**config.mk**
```make
export PLATFORM = sky130hd
export DESIGN_NAME = utf8_to_utf16_decoder_top
export DESIGN_NICKNAME = d
export VERILOG_FILES = /design/src/u8u16_pkg.sv /design/src/u8u16_step.sv /design/src/u8u16_emit.sv /design/src/utf8_to_utf16_decoder_top.sv
export SDC_FILE = /design/constraint.sdc
export NUM_CORES = 1
export LEC_CHECK = 0
export BUFFER_PORTS_ARGS = -buffer_cell sky130_fd_sc_hd__buf_2
export CELL_PAD_IN_SITES_DETAIL_PLACEMENT = 0
export CELL_PAD_IN_SITES_GLOBAL_PLACEMENT = 1
export CORE_UTILIZATION = 48
export CTS_BUF_LIST = sky130_fd_sc_hd__clkbuf_8
export CTS_CLUSTER_DIAMETER = 30
export DETAILED_ROUTE_END_ITERATION = 6
export PLACE_DENSITY_LB_ADDON = 0.1
export SYNTH_ARGS = -nofsm -noshare
export SYNTH_HDL_FRONTEND = slang
export SYNTH_SLANG_ARGS = --single-unit
```
**constraint.sdc**
```tcl
create_clock -name clk -period 3.05 [get_ports clk]
set_input_delay 0.1525 -clock clk [delete_from_list [all_inputs] [get_ports clk]]
set_output_delay 0.1525 -clock clk [all_outputs]
set_load 0.03 [all_outputs]
```
**src/u8u16_pkg.sv**
```systemverilog
// shared types and constants for the utf-8 to utf-16 transcoder
// no dependencies; imported by every module in src
`timescale 1ns / 1ps

package u8u16_pkg;

	// kind of multi-byte sequence currently open
	typedef enum logic [1:0] {
		KIND_NONE  = 2'd0,
		KIND_TWO   = 2'd1,
		KIND_THREE = 2'd2,
		KIND_FOUR  = 2'd3
	} seq_kind_t;

	localparam int UNIT_W    = 16;
	localparam int ACC_W     = 21;
	localparam int MAX_UNITS = 3;

	// lead byte classification
	localparam logic [7:0] LEAD2_MASK  = 8'he0;
	localparam logic [7:0] LEAD2_CODE  = 8'hc0;
	localparam logic [7:0] LEAD3_MASK  = 8'hf0;
	localparam logic [7:0] LEAD3_CODE  = 8'he0;

	// surrogate pair construction
	localparam logic [ACC_W-1:0] SUPP_BASE = 21'h10000;
	localparam logic [5:0]       HI_SURR   = 6'b110110;
	localparam logic [5:0]       LO_SURR   = 6'b110111;

	// up to three code units produced by one input byte, unit 0 goes first
	typedef struct packed {
		logic [MAX_UNITS-1:0][UNIT_W-1:0] unit;
		logic [1:0]                       count;
		logic                             eos;
	} unit_bundle_t;

endpackage

```
**src/u8u16_step.sv**
```systemverilog
// sequence decoder: holds the open utf-8 sequence and turns one byte into its code units
// depends on u8u16_pkg
`timescale 1ns / 1ps

module u8u16_step import u8u16_pkg::*; (
	input  logic         clk,
	input  logic         arst_n,
	input  logic [7:0]   byte_in,
	input  logic         eos_in,
	input  logic         advance,
	output unit_bundle_t bundle,
	output logic         seq_open
);

	seq_kind_t        kind_q, kind_d;
	logic [1:0]       expect_q, expect_d;
	logic [ACC_W-1:0] acc_q, acc_d;
	logic [1:0]       hcnt_q, hcnt_d;
	logic [7:0]       held0_q, held0_d;
	logic [7:0]       held1_q, held1_d;

	logic [ACC_W-1:0] acc_shift;
	logic [ACC_W-1:0] supp;

	assign acc_shift = {acc_q[ACC_W-7:0], byte_in[5:0]};
	assign supp      = acc_shift - SUPP_BASE;
	assign seq_open  = (kind_q != KIND_NONE);

	always_comb begin
		kind_d   = kind_q;
		expect_d = expect_q;
		acc_d    = acc_q;
		hcnt_d   = hcnt_q;
		held0_d  = held0_q;
		held1_d  = held1_q;
		bundle   = '0;
		bundle.eos = eos_in;
		case (kind_q)
			KIND_NONE: begin
				if (!byte_in[7] || eos_in) begin
					// ascii, or any other byte that ends the string: pass through raw
					bundle.unit[0] = {8'h00, byte_in};
					bundle.count   = 2'd1;
				end else begin
					if ((byte_in & LEAD2_MASK) == LEAD2_CODE) begin
						kind_d   = KIND_TWO;
						expect_d = 2'd1;
						acc_d    = {16'h0000, byte_in[4:0]};
					end else if ((byte_in & LEAD3_MASK) == LEAD3_CODE) begin
						kind_d   = KIND_THREE;
						expect_d = 2'd2;
						acc_d    = {17'h00000, byte_in[3:0]};
					end else begin
						kind_d   = KIND_FOUR;
						expect_d = 2'd3;
						acc_d    = {18'h00000, byte_in[2:0]};
					end
					held0_d = byte_in;
					hcnt_d  = 2'd1;
				end
			end
			default: begin
				if (eos_in && expect_q > 2'd1) begin
					// string cut short: held bytes then this byte go out raw
					bundle.unit[0] = {8'h00, held0_q};
					if (hcnt_q == 2'd1) begin
						bundle.unit[1] = {8'h00, byte_in};
						bundle.count   = 2'd2;
					end else begin
						bundle.unit[1] = {8'h00, held1_q};
						bundle.unit[2] = {8'h00, byte_in};
						bundle.count   = 2'd3;
					end
					kind_d   = KIND_NONE;
					expect_d = 2'd0;
					acc_d    = '0;
					hcnt_d   = 2'd0;
				end else begin
					acc_d = acc_shift;
					if (hcnt_q == 2'd1) begin
						held1_d = byte_in;
					end
					if (hcnt_q != 2'd3) begin
						hcnt_d = hcnt_q + 2'd1;
					end
					expect_d = expect_q - 2'd1;
					if (expect_q == 2'd1) begin
						if (kind_q == KIND_FOUR && (|acc_shift[ACC_W-1:16])) begin
							bundle.unit[0] = {HI_SURR, supp[19:10]};
							bundle.unit[1] = {LO_SURR, supp[9:0]};
							bundle.count   = 2'd2;
						end else begin
							bundle.unit[0] = acc_shift[UNIT_W-1:0];
							bundle.count   = 2'd1;
						end
						kind_d   = KIND_NONE;
						expect_d = 2'd0;
						acc_d    = '0;
						hcnt_d   = 2'd0;
					end
				end
			end
		endcase
	end

	always_ff @(posedge clk or negedge arst_n) begin
		if (!arst_n) begin
			kind_q   <= KIND_NONE;
			expect_q <= 2'd0;
			acc_q    <= '0;
			hcnt_q   <= 2'd0;
		end else if (advance) begin
			kind_q   <= kind_d;
			expect_q <= expect_d;
			acc_q    <= acc_d;
			hcnt_q   <= hcnt_d;
		end
	end

	always_ff @(posedge clk) begin
		if (advance) begin
			held0_q <= held0_d;
			held1_q <= held1_d;
		end
	end

endmodule

```
**src/u8u16_emit.sv**
```systemverilog
// result register: holds the code units of one byte and sends them one beat at a time
// depends on u8u16_pkg
`timescale 1ns / 1ps

module u8u16_emit import u8u16_pkg::*; (
	input  logic              clk,
	input  logic              arst_n,
	input  unit_bundle_t      bundle,
	input  logic              load,
	output logic              free,
	output logic              m_tvalid,
	input  logic              m_tready,
	output logic [UNIT_W-1:0] m_tdata,
	output logic              m_tuser,
	output logic              m_tlast
);

	logic [1:0]                       rem_q;
	logic [MAX_UNITS-1:0][UNIT_W-1:0] unit_s2;
	logic                             eos_s2;
	logic                             beat;
	logic                             last;

	assign last     = (rem_q == 2'd1);
	assign beat     = m_tvalid && m_tready;
	assign free     = (rem_q == 2'd0) || (beat && last);
	assign m_tvalid = (rem_q != 2'd0);
	assign m_tdata  = unit_s2[0];
	assign m_tuser  = last;
	assign m_tlast  = last && eos_s2;

	always_ff @(posedge clk or negedge arst_n) begin
		if (!arst_n) begin
			rem_q <= 2'd0;
		end else if (load) begin
			rem_q <= bundle.count;
		end else if (beat) begin
			rem_q <= rem_q - 2'd1;
		end
	end

	always_ff @(posedge clk) begin
		if (load) begin
			unit_s2 <= bundle.unit;
			eos_s2  <= bundle.eos;
		end else if (beat) begin
			unit_s2[0] <= unit_s2[1];
			unit_s2[1] <= unit_s2[2];
		end
	end

endmodule

```
**src/utf8_to_utf16_decoder_top.sv**
```systemverilog
// top level of the utf-8 to utf-16 transcoder: input register, sequence decoder, result register
// depends on u8u16_pkg, u8u16_step, u8u16_emit
`timescale 1ns / 1ps

// Takes a UTF-8 string one byte per beat on the s_ side (s_tlast on the final byte) and
// sends UTF-16 code units on the m_ side. A byte lands in an input register, is decoded
// combinationally against the open sequence, and its 0 to 3 code units are loaded into a
// result register that drains one unit per beat. m_tuser marks the last unit caused by a
// byte; m_tlast marks the final unit of the string. While m_tready stays high, bytes that
// yield at most one unit move at one byte per clock; a surrogate pair (two units) or a
// string cut short inside a sequence (up to three units) keeps the result register busy,
// during which the input register holds one more byte before s_tready drops. Bytes that
// open or extend a sequence produce no beat of their own. Continuation prefixes are not
// checked; a stray continuation or a byte of 0xF8 or above opens a four-byte sequence.
// A byte passes through the input register and then the result register on its way out.
module utf8_to_utf16_decoder_top import u8u16_pkg::*; (
	input  logic        clk,
	input  logic        arst_n,
	input  logic        s_tvalid,
	output logic        s_tready,
	input  logic [7:0]  s_tdata,   // [7:0] data_byte
	input  logic        s_tlast,   // end_of_string
	output logic        m_tvalid,
	input  logic        m_tready,
	output logic [15:0] m_tdata,   // [15:0] code_unit
	output logic        m_tuser,   // [0] last_of_run
	output logic        m_tlast    // string_done
);

	// input register
	logic         valid_s1;
	logic [7:0]   byte_s1;
	logic         eos_s1;

	unit_bundle_t bundle;
	logic         seq_open;
	logic         emit_free;
	logic         advance;
	logic         load;

	// a byte leaves the input register when its units fit in the result register,
	// or at once if it yields none
	assign advance  = valid_s1 && ((bundle.count == 2'd0) || emit_free);
	assign load     = advance && (bundle.count != 2'd0);
	assign s_tready = !valid_s1 || advance;

	always_ff @(posedge clk or negedge arst_n) begin
		if (!arst_n) begin
			valid_s1 <= 1'b0;
		end else if (s_tready) begin
			valid_s1 <= s_tvalid;
		end
	end

	always_ff @(posedge clk) begin
		if (s_tvalid && s_tready) begin
			byte_s1 <= s_tdata;
			eos_s1  <= s_tlast;
		end
	end

	u8u16_step u_step (
		.clk      (clk),
		.arst_n   (arst_n),
		.byte_in  (byte_s1),
		.eos_in   (eos_s1),
		.advance  (advance),
		.bundle   (bundle),
		.seq_open (seq_open)
	);

	u8u16_emit u_emit (
		.clk      (clk),
		.arst_n   (arst_n),
		.bundle   (bundle),
		.load     (load),
		.free     (emit_free),
		.m_tvalid (m_tvalid),
		.m_tready (m_tready),
		.m_tdata  (m_tdata),
		.m_tuser  (m_tuser),
		.m_tlast  (m_tlast)
	);

	// the final byte of a string always yields at least one unit
	assert property (@(posedge clk) disable iff (!arst_n)
		(advance && eos_s1) |-> (bundle.count != 2'd0))
		else $error("final byte produced no code unit");

	// no sequence stays open past the end of a string
	assert property (@(posedge clk) disable iff (!arst_n)
		(advance && eos_s1) |=> !seq_open)
		else $error("sequence still open after end of string");

	// end of string only on the last unit of a byte
	assert property (@(posedge clk) disable iff (!arst_n)
		(m_tvalid && m_tlast) |-> m_tuser)
		else $error("string end flagged on a non-final unit");

	// a byte is loaded into the result register only when it is empty or its last unit is being taken
	assert property (@(posedge clk) disable iff (!arst_n)
		(load && m_tvalid) |-> (m_tready && m_tuser))
		else $error("result register overwritten before drained");

endmodule
```
==> impl_results.md <==
- Port-buffer cells: 32
- Max Buffers Root-to-Sink: 2
- Routed vias/inst: 5.69
- Final worst-path cycle share: 78.9%
- HP Class: input port to register
- Pleak: 1.78 nW
- Outcome: complete, no violations
- Number of max-cap violations: 0
- RePlAce Congestion: 0.792
- Count of unique library cells instantiated by Yosys: 53
- Min cycle time layout: 2.41 ns
- Compound-cell area share of the yosys netlist: 14.7%
- Post-Synth Adder-Cell Area: 1.87%
- Clock skew: 0.0126 ns
- Fin Setup TNS: 0 ns
- Worst path slowest cell: dfrtp_1
- Post-Synth Simple-Gate Area: 11.3%
- Number of global-route vias before repair: 2488
- HPWL after DPL: 5950 um
- Pre-Repair DR Iteration Count: 5
- Largest family of logic cells by synthesized area: compound AO/OA/AOI/OAI gates
- Slew HR: 61.1%
- Synth area leaders: edfxtp_1 (46%), dfrtp_1 (15%), buf_4 (3.0%)
- Slew @ Worst Pin: 0.584 ns
- Width of the die: 93.4 um
- ANT nets after route: 0
- Global-route wire length before repair: 14100 um
- Req. time, crit path: 3.33 ns
- Post-synth EDFFs: 61
- Antenna cells: 0
- Synth Instances: 315
- Die Area: 8720 um2
- Setup violations, final: 0
- Total global-route track usage: 22.4%
- CP max stage delay: 0.44 ns
- DRC Markers: 0
- Critical path, cell by cell: inv_1, ha_1, a21o_1, a21oi_1, o21ai_1, buf_4, buf_4, mux2i_1
- Area leader, netlist: edfxtp_1
- FMAX: 0.415 GHz
- CTS root buf: clkbuf_8
- Seq/Total Area, Yosys: 60.7%
- Critical Path Fanout Max: 13
- CTS Sinks: 85
- Yosys reg bits: 85
- Core area: 7890 um2
- Std-Cell Rows: 32
- Mapped Avg Cell Area: 12.7 um2
- Mux contribution to synthesized area: 4.56%
- Inst Count DP: 428
- I/O pin cnt: 33
- Clk Latency, worst-skew pair: 0.37 ns
- TritonCTS clock tree: built
- Post-CTS Resized: 0
- RSZ-0062 raised after global routing: false
- FFs w/ async S/R, synth: 28.2%
- GRT met2 Usage: 33.9%
- Total wire length: 8670 um
- Total CTS buffers: 9
- DR WL/cell: 19.1 um
- # H-tree levels: 3
- Overflow after GRT: 0
- Xor and xnor fraction of the mapped netlist area: 0.656%
- Crit path DAT: 2.69 ns
- CTS clk-pin slew, worst paths: 0.10 ns
- Crit path top cell by count: buf_4
- Synth warn: 0
- DR iter-0 viols: 185
- Die extent in y: 93.4 um
- Pin count of the biggest net entering global routing: 25
- Nets: 367
- Yosys top cell area share: 45.7%
- GR met1 Demand/Resource: 31.2%
- CP endpoint kind: register
- Gr busiest metal: met2
- Share of layout cells above drive strength 1: 19.3%
- Vias after detailed routing: 2587
- VDD IR max: 0.447 mV
- Final Non-Filler Cells: 455
- Critical Path Source Type: register
- Critical path class: register to register
- Slew Limit Fails: 0
- Synth Net Count: 334
- Initial antenna violation count: 0
- Tot Pwr: 5.16 mW
- Post-Synthesis Cell Area: 4010 um2
- Power Density: 1160 nW/um2
- Most common flop cell mapped by yosys: edfxtp_1
- Setup Fix Bufs, Post-CTS: 0
- GR Util met3: 5.45%
- Initial Utilization: 50.8%
- Synth-to-layout area growth: 11.5%
- Hold Fails Final Rpt: 0
## power by group
group / switching (mW) / internal, mW / total, mW
combinational: 1.40 / 0.865 / 2.26
sequential: 0.316 / 1.81 / 2.13
clock: 0.459 / 0.317 / 0.776
## cell usage in the layout (no fill, tap or decap), types with 2 or more instances in the layout
cell type      netlist  layout
and2_1              12      12
dlygate4sd3_1        0      11
dfrtp_1             24      24
xor2_1               2       2
clkbuf_8             0       9
mux2i_1              7       7
a21o_1               2       2
nand3_1              5       5
o221ai_1             2       2
a22oi_1              6       6
ha_1                 6       6
inv_6                0       3
nand2_1             18      18
mux2_4               6       6
nor3b_1              6       6
a21oi_1             10      10
nor2_1              20      20
buf_4               16       8
o21ai_0             13      13
a211oi_1             2       2
a22o_1              11      11
o31ai_1              2       2
and3_1               2       2
o21ai_1              3       3
nor3_1               6       6
inv_1               15      15
inv_8                0       2
a221o_1              6       6
o22ai_1              2       2
o2bb2ai_1           11      11
edfxtp_1            61      61
o211a_1              2       2
nand2b_1             3       3
buf_2                7      32
## worst max-delay path, delay by kind of cell (launching register included)
| kind | cells | cell delay (ns) |
|---|---|---|
| AO/OA/AOI/OAI | 3 | 0.80 |
| multiplexers | 1 | 0.22 |
| flip-flops | 1 | 0.44 |
| adder cells (fa/ha/maj) | 1 | 0.35 |
| buffers and inverters | 3 | 0.52 |
## layout make-up
class / instances / area, um2
well taps: 102 / 128
inverters: 16 / 61.3
flip-flops and latches: 85 / 2430
fillers: 659 / 3420
clock inverters: 7 / 65.1
clock buffers: 9 / 124
repair buffers: 51 / 330
multi-input cells: 185 / 1330
## worst paths after layout
path	start	slack (ns)	endpoint	cells past startpoint
worst max-delay path	u_step.expect_q[1]	0.64	u_step.acc_q[0]	8
worst min-delay path	m_tready	0.26	valid_s1	4
worst max register to register	u_step.expect_q[1]	0.64	u_step.acc_q[0]	8
worst min register to register	u_step.acc_q[3]	0.50	u_step.acc_q[9]	1
max in group asynchronous	arst_n	2.35	u_step.acc_q[6]	2
min in group asynchronous	arst_n	0.32	u_step.acc_q[11]	2
## flip-flops by register name, summed over array words and instances, names as in the netlist
register,cells
u_emit.unit_s2,19
u_emit.m_tdata,16
u_step.acc_q,15
byte_s1,8
u_step.held0_q,8
u_step.held1_q,8
u_emit.rem_q,2
u_step.expect_q,2
u_step.hcnt_q,2
u_step.kind_q,2
eos_s1,1
u_emit.eos_s2,1
valid_s1,1
## cell usage after synthesis, types with 3 or more instances
library cell and n:
a21oi_1 10, a221o_1 6, a22o_1 11, a22oi_1 6, and2_1 12, buf_2 7
buf_4 16, clkbuf_1 5, dfrtp_1 24, edfxtp_1 61, ha_1 6, inv_1 15
mux2_4 6, mux2i_1 7, nand2_1 18, nand2b_1 3, nand3_1 5, nor2_1 20
nor3_1 6, nor3b_1 6, o21ai_0 13, o21ai_1 3, o2bb2ai_1 11
## layer usage
layer | wire length (um) | vias up
met5 | 0 | -
met4 | 187 | 0
met3 | 472 | 17
met2 | 4040 | 84
met1 | 3970 | 1254
li1 | - | 1232
## timing repair
action / 4_1_cts / 5_1_grt
hold endpoints to repair: 34 / 0
setup endpoints to repair: 0 / 0
hold buffers: 11 / 0
## metrics by stage
step	utilization, %	hold WS (ns)	setup slack, ns	area, um2
after floorplan	-	-0.143	0.418	4010
after global placement	52.9	0.188	0.693	4170
after detailed placement	52.9	0.192	0.713	4170
after CTS	56.6	0.246	0.685	4470
after global routing	56.6	0.279	0.421	4470
final	56.6	0.261	0.643	4470
## cell families (layout without fill, tap and decap cells)
logic type	Yosys count	in the layout
flip-flops	85	85
AND/OR/NAND/NOR	82	82
AO/OA/AOI/OAI	79	79
buffers and inverters	45	83
multiplexers	15	15
adder cells (fa/ha/maj)	6	6
XOR/XNOR	3	3
No activity file was read; power rests on OpenSTA's default activity.
